**src/rtl/u16550_pkg.sv**
```systemverilog
`timescale 1ns / 1ps
// ----------------------------------------------------------------------------
// u16550_pkg
// Shared types, register offsets, bit masks and stream widths for the
// 16550-style UART register model.
// ----------------------------------------------------------------------------
package u16550_pkg;

   // Item kinds on the request channel
   typedef enum logic [1:0] {
      KIND_READ  = 2'd0,
      KIND_WRITE = 2'd1,
      KIND_LINE  = 2'd2
   } kind_type;

   // Register offsets
   localparam logic [2:0] REG_RBR = 3'd0;   // RBR / THR / DLL
   localparam logic [2:0] REG_IER = 3'd1;   // IER / DLM
   localparam logic [2:0] REG_IIR = 3'd2;   // IIR / FCR
   localparam logic [2:0] REG_LCR = 3'd3;
   localparam logic [2:0] REG_MCR = 3'd4;
   localparam logic [2:0] REG_LSR = 3'd5;
   localparam logic [2:0] REG_MSR = 3'd6;
   localparam logic [2:0] REG_SCR = 3'd7;

   // Bit positions and fixed codes
   localparam int LCR_DLAB_BIT  = 7;
   localparam int MCR_OUT2_BIT  = 3;
   localparam int MCR_LOOP_BIT  = 4;
   localparam int FCR_EN_BIT    = 0;
   localparam int FCR_FLUSH_BIT = 1;

   localparam logic [7:0] IIR_NONE     = 8'h01;
   localparam logic [7:0] IIR_RX_DATA  = 8'h04;
   localparam logic [7:0] IIR_FIFO_ON  = 8'hC0;
   localparam logic [7:0] LSR_TX_EMPTY = 8'h60;

   // Stream widths
   localparam int REQ_TDATA_W = 24;
   localparam int RSP_TDATA_W = 24;

   // Receive trigger level in bytes
   function automatic logic [3:0] trig_level(input logic fifo_on, input logic [1:0] code);
      logic [3:0] lvl;
      begin
         lvl = 4'd1;
         if (fifo_on) begin
            case (code)
               2'd0:    lvl = 4'd1;
               2'd1:    lvl = 4'd4;
               2'd2:    lvl = 4'd8;
               default: lvl = 4'd14;
            endcase
         end
         return lvl;
      end
   endfunction

endpackage

```
**src/rtl/uart_16550_register_model_unit.sv**
```systemverilog
`timescale 1ns / 1ps
// ----------------------------------------------------------------------------
// uart_16550_register_model_unit
// Register file and receive FIFO of a 16550-style UART, driven by a stream
// of bus reads, bus writes and bytes from the line.
// ----------------------------------------------------------------------------
// Every request item returns exactly one response item. The block takes one
// item per clock: an item is registered on entry, does its register and FIFO
// update on its way into the response register, and shows on the response
// port from that register. Throughput is limited only by the response side;
// while a response waits, the input register takes one more item and then
// holds the request side. The receive FIFO is a FIFO_DEPTH-byte memory with
// a registered read port that always holds the entry at the head, with a
// bypass for a byte written to the head slot in the same cycle.
module uart_16550_register_model_unit #(
   parameter int FIFO_DEPTH = 16
) (
   input  logic                               clock,
   input  logic                               reset,
   input  logic                               req_tvalid,
   output logic                               req_tready,
   // [2:0] reg_offset, [10:3] write_data, [18:11] line_byte,
   // [22:19] modem_inputs, [23] zero
   input  logic [u16550_pkg::REQ_TDATA_W-1:0] req_tdata,
   // [1:0] kind
   input  logic [1:0]                         req_tuser,
   output logic                               rsp_tvalid,
   input  logic                               rsp_tready,
   // [7:0] read_data, [15:8] tx_byte, [16] irq, [23:17] zero
   output logic [u16550_pkg::RSP_TDATA_W-1:0] rsp_tdata,
   // [0] tx_valid
   output logic                               rsp_tuser
);
   import u16550_pkg::*;

   localparam int ADDR_W = $clog2(FIFO_DEPTH);
   localparam int CNT_W  = $clog2(FIFO_DEPTH + 1);
   localparam int SUM_W  = $clog2(2 * FIFO_DEPTH);

   // Input register
   logic             s1_valid_ff, s1_valid_in;
   kind_type         s1_kind_ff;
   logic [2:0]       s1_off_ff;
   logic [7:0]       s1_wdata_ff;
   logic [7:0]       s1_lbyte_ff;
   logic [3:0]       s1_modem_ff;

   // Response register
   logic             rsp_valid_ff, rsp_valid_in;
   logic [7:0]       rsp_rdata_ff, rsp_rdata_in;
   logic             rsp_txv_ff, rsp_txv_in;
   logic [7:0]       rsp_txb_ff, rsp_txb_in;
   logic             rsp_irq_ff, rsp_irq_in;

   // UART state
   logic [ADDR_W-1:0] rx_head_ff, rx_head_in;
   logic [CNT_W-1:0]  rx_count_ff, rx_count_in;
   logic [7:0]        div_lo_ff, div_lo_in;
   logic [7:0]        div_hi_ff, div_hi_in;
   logic [3:0]        ier_ff, ier_in;
   logic [7:0]        lcr_ff, lcr_in;
   logic [4:0]        mcr_ff, mcr_in;
   logic [7:0]        scr_ff, scr_in;
   logic              fifo_on_ff, fifo_on_in;
   logic [1:0]        trig_ff, trig_in;
   logic              overrun_ff, overrun_in;

   // Receive memory and head read port
   logic [7:0]        rx_mem [FIFO_DEPTH];
   logic [7:0]        head_rd_ff;
   logic              byp_ff;
   logic [7:0]        byp_data_ff;
   logic [7:0]        head_byte;

   logic              adv;
   logic              work;
   logic              dlab;
   logic              loop_on;
   logic              rx_cond;
   logic              push_req;
   logic [7:0]        push_byte;
   logic              pop_req;
   logic              flush;
   logic              wr_en;
   logic [SUM_W-1:0]  wr_sum;
   logic [ADDR_W-1:0] wr_addr;
   logic [CNT_W-1:0]  cap;

   assign adv        = !rsp_valid_ff || rsp_tready;
   assign work       = s1_valid_ff && adv;
   assign req_tready = !s1_valid_ff || adv;

   assign s1_valid_in  = (req_tvalid && req_tready) ? 1'b1 : (adv ? 1'b0 : s1_valid_ff);
   assign rsp_valid_in = work ? 1'b1 : (rsp_tready ? 1'b0 : rsp_valid_ff);

   assign dlab      = lcr_ff[LCR_DLAB_BIT];
   assign loop_on   = mcr_ff[MCR_LOOP_BIT];
   assign head_byte = byp_ff ? byp_data_ff : head_rd_ff;
   assign rx_cond   = ier_ff[0] &&
                      (rx_count_ff >= CNT_W'(trig_level(fifo_on_ff, trig_ff)));
   assign cap       = fifo_on_ff ? CNT_W'(FIFO_DEPTH) : CNT_W'(1);

   // Tail slot of the circular buffer
   always_comb begin
      wr_sum = SUM_W'(rx_head_ff) + SUM_W'(rx_count_ff);
      if (wr_sum >= SUM_W'(FIFO_DEPTH)) begin
         wr_sum = wr_sum - SUM_W'(FIFO_DEPTH);
      end
      wr_addr = wr_sum[ADDR_W-1:0];
   end

   always_comb begin
      rx_head_in   = rx_head_ff;
      rx_count_in  = rx_count_ff;
      div_lo_in    = div_lo_ff;
      div_hi_in    = div_hi_ff;
      ier_in       = ier_ff;
      lcr_in       = lcr_ff;
      mcr_in       = mcr_ff;
      scr_in       = scr_ff;
      fifo_on_in   = fifo_on_ff;
      trig_in      = trig_ff;
      overrun_in   = overrun_ff;
      rsp_rdata_in = rsp_rdata_ff;
      rsp_txv_in   = rsp_txv_ff;
      rsp_txb_in   = rsp_txb_ff;
      rsp_irq_in   = rsp_irq_ff;
      push_req     = 1'b0;
      push_byte    = s1_wdata_ff;
      pop_req      = 1'b0;
      flush        = 1'b0;
      wr_en        = 1'b0;

      if (work) begin
         rsp_rdata_in = 8'h00;
         rsp_txv_in   = 1'b0;
         rsp_txb_in   = 8'h00;
         case (s1_kind_ff)
            KIND_READ: begin
               case (s1_off_ff)
                  REG_RBR: begin
                     if (dlab) begin
                        rsp_rdata_in = div_lo_ff;
                     end else if (rx_count_ff != '0) begin
                        rsp_rdata_in = head_byte;
                        pop_req      = 1'b1;
                     end
                  end
                  REG_IER: rsp_rdata_in = dlab ? div_hi_ff : {4'h0, ier_ff};
                  REG_IIR: rsp_rdata_in = (rx_cond ? IIR_RX_DATA : IIR_NONE) |
                                          (fifo_on_ff ? IIR_FIFO_ON : 8'h00);
                  REG_LCR: rsp_rdata_in = lcr_ff;
                  REG_MCR: rsp_rdata_in = {3'b000, mcr_ff};
                  REG_LSR: begin
                     rsp_rdata_in = LSR_TX_EMPTY |
                                    {6'b0, overrun_ff, rx_count_ff != '0};
                     overrun_in   = 1'b0;
                  end
                  REG_MSR: begin
                     // loopback: DCD=OUT2, RI=OUT1, DSR=DTR, CTS=RTS
                     rsp_rdata_in = loop_on ?
                                    {mcr_ff[3], mcr_ff[2], mcr_ff[0], mcr_ff[1], 4'h0} :
                                    {s1_modem_ff, 4'h0};
                  end
                  default: rsp_rdata_in = scr_ff;
               endcase
            end
            KIND_WRITE: begin
               case (s1_off_ff)
                  REG_RBR: begin
                     if (dlab) begin
                        div_lo_in = s1_wdata_ff;
                     end else if (loop_on) begin
                        push_req = 1'b1;
                     end else begin
                        rsp_txv_in = 1'b1;
                        rsp_txb_in = s1_wdata_ff;
                     end
                  end
                  REG_IER: begin
                     if (dlab) begin
                        div_hi_in = s1_wdata_ff;
                     end else begin
                        ier_in = s1_wdata_ff[3:0];
                     end
                  end
                  REG_IIR: begin
                     flush      = s1_wdata_ff[FCR_FLUSH_BIT] ||
                                  (s1_wdata_ff[FCR_EN_BIT] != fifo_on_ff);
                     fifo_on_in = s1_wdata_ff[FCR_EN_BIT];
                     trig_in    = s1_wdata_ff[7:6];
                  end
                  REG_LCR: lcr_in = s1_wdata_ff;
                  REG_MCR: mcr_in = s1_wdata_ff[4:0];
                  REG_SCR: scr_in = s1_wdata_ff;
                  default: ;
               endcase
            end
            KIND_LINE: begin
               if (!loop_on) begin
                  push_req  = 1'b1;
                  push_byte = s1_lbyte_ff;
               end
            end
            default: ;
         endcase

         if (push_req) begin
            if (rx_count_ff >= cap) begin
               overrun_in = 1'b1;
            end else begin
               wr_en       = 1'b1;
               rx_count_in = rx_count_ff + CNT_W'(1);
            end
         end
         if (pop_req) begin
            rx_head_in  = (rx_head_ff == ADDR_W'(FIFO_DEPTH - 1)) ? '0 :
                          rx_head_ff + ADDR_W'(1);
            rx_count_in = rx_count_ff - CNT_W'(1);
         end
         if (flush) begin
            rx_head_in  = '0;
            rx_count_in = '0;
         end

         // interrupt reflects the state after this item
         rsp_irq_in = ier_in[0] && mcr_in[MCR_OUT2_BIT] &&
                      (rx_count_in >= CNT_W'(trig_level(fifo_on_in, trig_in)));
      end
   end

   always_ff @(posedge clock) begin
      if (reset) begin
         s1_valid_ff  <= 1'b0;
         rsp_valid_ff <= 1'b0;
         rx_head_ff   <= '0;
         rx_count_ff  <= '0;
         div_lo_ff    <= '0;
         div_hi_ff    <= '0;
         ier_ff       <= '0;
         lcr_ff       <= '0;
         mcr_ff       <= '0;
         scr_ff       <= '0;
         fifo_on_ff   <= 1'b0;
         trig_ff      <= '0;
         overrun_ff   <= 1'b0;
         byp_ff       <= 1'b0;
      end else begin
         s1_valid_ff  <= s1_valid_in;
         rsp_valid_ff <= rsp_valid_in;
         rx_head_ff   <= rx_head_in;
         rx_count_ff  <= rx_count_in;
         div_lo_ff    <= div_lo_in;
         div_hi_ff    <= div_hi_in;
         ier_ff       <= ier_in;
         lcr_ff       <= lcr_in;
         mcr_ff       <= mcr_in;
         scr_ff       <= scr_in;
         fifo_on_ff   <= fifo_on_in;
         trig_ff      <= trig_in;
         overrun_ff   <= overrun_in;
         // a byte landing in the next head slot is not yet visible on the read port
         byp_ff       <= wr_en && (wr_addr == rx_head_in);
      end
   end

   always_ff @(posedge clock) begin
      if (req_tvalid && req_tready) begin
         s1_kind_ff  <= kind_type'(req_tuser);
         s1_off_ff   <= req_tdata[2:0];
         s1_wdata_ff <= req_tdata[10:3];
         s1_lbyte_ff <= req_tdata[18:11];
         s1_modem_ff <= req_tdata[22:19];
      end
      rsp_rdata_ff <= rsp_rdata_in;
      rsp_txv_ff   <= rsp_txv_in;
      rsp_txb_ff   <= rsp_txb_in;
      rsp_irq_ff   <= rsp_irq_in;
      byp_data_ff  <= push_byte;
   end

   // Receive memory: one write port, head read port registered
   always_ff @(posedge clock) begin
      if (wr_en) begin
         rx_mem[wr_addr] <= push_byte;
      end
      head_rd_ff <= rx_mem[rx_head_in];
   end

   assign rsp_tvalid = rsp_valid_ff;
   assign rsp_tdata  = {7'b0, rsp_irq_ff, rsp_txb_ff, rsp_rdata_ff};
   assign rsp_tuser  = rsp_txv_ff;

endmodule

```
**config.mk**
```make
export PLATFORM = sky130hd
export DESIGN_NAME = uart_16550_register_model_unit
export DESIGN_NICKNAME = d
export VERILOG_FILES = /design/src/rtl/u16550_pkg.sv /design/src/rtl/uart_16550_register_model_unit.sv
export SDC_FILE = /design/constraint.sdc
export NUM_CORES = 1
export LEC_CHECK = 0
export ABC_AREA = 1
export BUFFER_PORTS_ARGS = -buffer_cell sky130_fd_sc_hd__buf_2
export CAP_MARGIN = 15
export CORE_UTILIZATION = 41
export DETAILED_ROUTE_END_ITERATION = 10
export GPL_TIMING_DRIVEN = 0
export HOLD_SLACK_MARGIN = 0.08
export PLACE_DENSITY = 0.68
export SYNTH_ARGS = -nofsm -noshare
export SYNTH_HDL_FRONTEND = slang
export SYNTH_SLANG_ARGS = --single-unit
```
**constraint.sdc**
```tcl
create_clock -name clock -period 4 [get_ports clock]
set_clock_uncertainty 0.05 [all_clocks]
set_input_delay 0.4 -clock clock [delete_from_list [all_inputs] [get_ports clock]]
set_output_delay 0.4 -clock clock [all_outputs]
set_load 0.1 [all_outputs]
```
==> results.md <==
* Outcome: completed
* First-pass GRT wire length at 43,990 um
* Met3 wire len at 2050 um
* Clock transition at the registers of the reported paths at 0.06 ns
* Fillers at 2,346
* Routability congestion estimate at 0.9136
* DPL Wire Length at 19,560 um
* # IOs at 57
* DRC violations left at 0
* WL final at 28,220 um
* Nets at 1,304
* Post-DRT Antenna Nets at 0
* Core Area at 0.02635 mm^2
* NetSw at 0.001355 W
* Root buffer cell: clkbuf_16
* Num rows at 59
* Fmax at 0.3027 GHz
* Layout cells sized above 1 at 14.15%
* CTS sink cnt at 244
* TritonCTS clock tree: built
* Synth area leaders: edfxtp_1, dfxtp_1, nand3_1
* Switch share at 24.11%
* R2r endpoint: rx_mem[6][2]$_DFFE_PP_
* Diode count at 0
* Hold Crit Start: req_tvalid
* MaxCap Viol Count at 0
* Seq pwr share at 49.5%
* Setup bufs post-CTS at 0
* Headroom to the max-slew limit at 25.51%
* Internal cell power at 0.004266 W
* Register area at 0.006596 mm^2
* DR WL met2 at 12,930 um
* Die area at 0.02780 mm^2
* Worst-Margin Slew at 1.116 ns
* Period utilization at 82.58%
* DRT Pass-1 Iters at 5
* RSZ-0062 raised after global routing: no
* Clk_lat worst skew at 0.55 ns
* Clock power share at 42.9%
* Leak at 5.455 nW
* Most common cell after layout, fill and taps aside: nand3_1
* Destination of the worst hold path: s1_valid_ff$_SDFFE_PP0P_
* Data arrival time of the worst path at 3.43 ns
* H-tree Lvls at 1
* Vert. Die Dim at 166.7 um
* Top FF cell, synth: edfxtp_1
* Cell count after synthesis at 1,143
* Syn. warnings at 0
* Final setup viols at 0
* GRT Overall Usage at 20.44%
* Final hold slack at 0.09447 ns
* Util after Layout at 49.29%
* Pwr/cell area at 432.7 mW/mm^2
* Largest net degree at the start of global routing at 26
* Vias at 8,367
* Async SR Flop Fraction at 0%
* Seq cells post-synth at 244
* Critical path type: flip-flop to flip-flop
* CP endpoint kind: flip-flop
* Fin. max-slew vios at 0
* Combinational group share of total power at 7.6%
* Worst reg2reg path startpoint: s1_off_ff[1]$_DFFE_PP_
* Top Layer Used: met4
* Synthesized cell area at 0.01113 mm^2
* Initial Util at 42.23%
* Cell taking the most area after synthesis: edfxtp_1
* Total power at 0.005621 W
* Distinct cell type count after synthesis at 45
* Vias in the first global route at 8,002
* Routed length per instance at 17.56 um
* Die Span X at 166.7 um
* Worst-path cell chain: nor2_2, nand2_2, inv_2, nand3_1, o21ai_1, nand2_1, nor2_2, inv_1, nor2_4, nand3_1, nor2_1
* DRT met1 WL at 12,430 um
* Top-area cell type share of the netlist area at 46.14%
* Worst reg2reg path depth at 11
* Most frequent cells in the layout: nand3_1, edfxtp_1, inv_1, nand2_1, dfxtp_1
* Total CTS buffers at 26
* Sequential share of the synthesized area at 59.28%
* 1st-iter DRT viols at 953
* Tmin final at 3.303 ns
* Total gr overflow at 0
* Critical path's largest stage delay at 0.73 ns
* Reg2Reg Setup Slack at 0.70 ns
* Hold path cells at 3
* Setup TNS at 0 ns
* Port bufs at 48
* CP Max Fanout at 8
* Worst endpoint required time at 4.12 ns
* Crit start category: flip-flop
* Critical path's slowest cell: nor2_1
* Final hold viol count at 0
* Via-to-Cell Ratio at 5.207
* Area of the multi-input gates at 0.003557 mm^2
* Max VDD drop at 0.4675 mV
* Area grow syn2layout at 16.73%
* Hold Path Class: input pin to flip-flop
* Post-Syn Area per Cell at 9.736 um^2
* Number of flops mapped to enable cells by yosys at 171
* Antenna violations before repair at 0
* Clock buffer depth at 3
-- cells by family after synthesis --
kind of cell / after synthesis / share of synthesized area [%]
compound gates: 173 / 8.534
xor+xnor: 5 / 0.3936
fa+ha+maj: 21 / 2.429
buf+inv: 234 / 9.231
flops: 244 / 59.28
mux: 6 / 0.5397
other cells: 1 / 0.03370
simple gates: 459 / 19.56
-- sequential cells by signal (all words and copies together) (netlist names), 8 cells and up --
name,count
rx_mem,128
byp_data_ff,8
div_hi_ff,8
div_lo_ff,8
head_rd_ff,8
lcr_ff,8
rsp_rdata_ff,8
rsp_txb_ff,8
s1_lbyte_ff,8
s1_wdata_ff,8
scr_ff,8
-- layer usage --
layer | up-vias | track usage (%)
met1 | 3935 | 27.53
met4 | 0 | 6.361
met3 | 60 | 3.446
li1 | 4066 | -
met5 | - | 0
met2 | 306 | 33.67
-- stage by stage --
stage	setup WS (ns)	area [um^2]	instances
floorplan	0.8977	11150	1149
global placement	0.3917	11810	1532
detailed placement	0.8058	11870	1535
CTS	0.7693	12990	1607
global route	0.5143	12990	1607
finish	0.6966	12990	1607
-- final cells by class --
class	count	area share, %
Sequential cell	244	50.78
Buffer	52	2.610
Multi-Input combinational cell	671	27.38
Clock buffer	34	5.798
Timing Repair Buffer	76	4.017
Tap cell	335	3.227
Clock inverter	13	0.8861
Inverter	182	5.298
-- how the worst max path moves through the flow --
| stage | start | endpoint | slack, ns | cells after the start |
|---|---|---|---|---|
| floorplan | rsp_tvalid$_SDFFE_PP0P_ | s1_kind_ff[0]$_DFFE_PP_ | 0.90 | 3 |
| global placement | rsp_tready | rx_mem[3][2]$_DFFE_PP_ | 0.39 | 7 |
| detailed placement | s1_off_ff[0]$_DFFE_PP_ | rx_mem[6][1]$_DFFE_PP_ | 0.81 | 11 |
| CTS | s1_off_ff[1]$_DFFE_PP_ | rx_mem[6][7]$_DFFE_PP_ | 0.77 | 11 |
| global route | s1_off_ff[1]$_DFFE_PP_ | rx_mem[6][5]$_DFFE_PP_ | 0.51 | 11 |
| finish | s1_off_ff[1]$_DFFE_PP_ | rx_mem[6][2]$_DFFE_PP_ | 0.70 | 11 |
-- critical path: cells and delay by family (launching register included) --
kind            cells  cell delay, ns
compound gates      1            0.23
simple gates        8            1.89
buf+inv             2            0.23
flops               1            0.52
-- synth_stat cells, types with 2 or more instances --
| cell | number |
|---|---|
| buf_2 | 19 |
| xor2_1 | 2 |
| buf_6 | 10 |
| clkbuf_1 | 11 |
| edfxtp_1 | 171 |
| nand3_1 | 175 |
| nand3b_1 | 26 |
| inv_4 | 2 |
| nand2_1 | 163 |
| nor2_2 | 7 |
| nand2_4 | 2 |
| nand3_4 | 2 |
| dfxtp_1 | 73 |
| ha_1 | 20 |
| nor2_4 | 3 |
| a21oi_1 | 76 |
| nand2_2 | 5 |
| xnor2_1 | 3 |
| o211ai_1 | 9 |
| buf_4 | 12 |
| mux2i_1 | 6 |
| inv_1 | 169 |
| nand4_1 | 5 |
| nor2_1 | 62 |
| a221oi_1 | 6 |
| inv_2 | 10 |
| o21ai_0 | 71 |
| nor3_1 | 6 |
-- power groups by stage --
stage	Clock (W)	Sequential (W)	Combinational, W
after detailed placement	0	0.00284	0.000403
after global placement	0	0.00284	0.000390
final	0.00241	0.00278	0.000425
after CTS	0.00245	0.00278	0.000423
after global routing	0.00255	0.00279	0.000459
after floorplan	0	0.00289	0.000219
-- timing repair --
action / CTS / global route
endpoints found under the hold margin: 25 / 0
gates resized for setup: 0 / 0
hold buffers: 25 / 0
No activity file was read; power rests on OpenSTA's default activity.
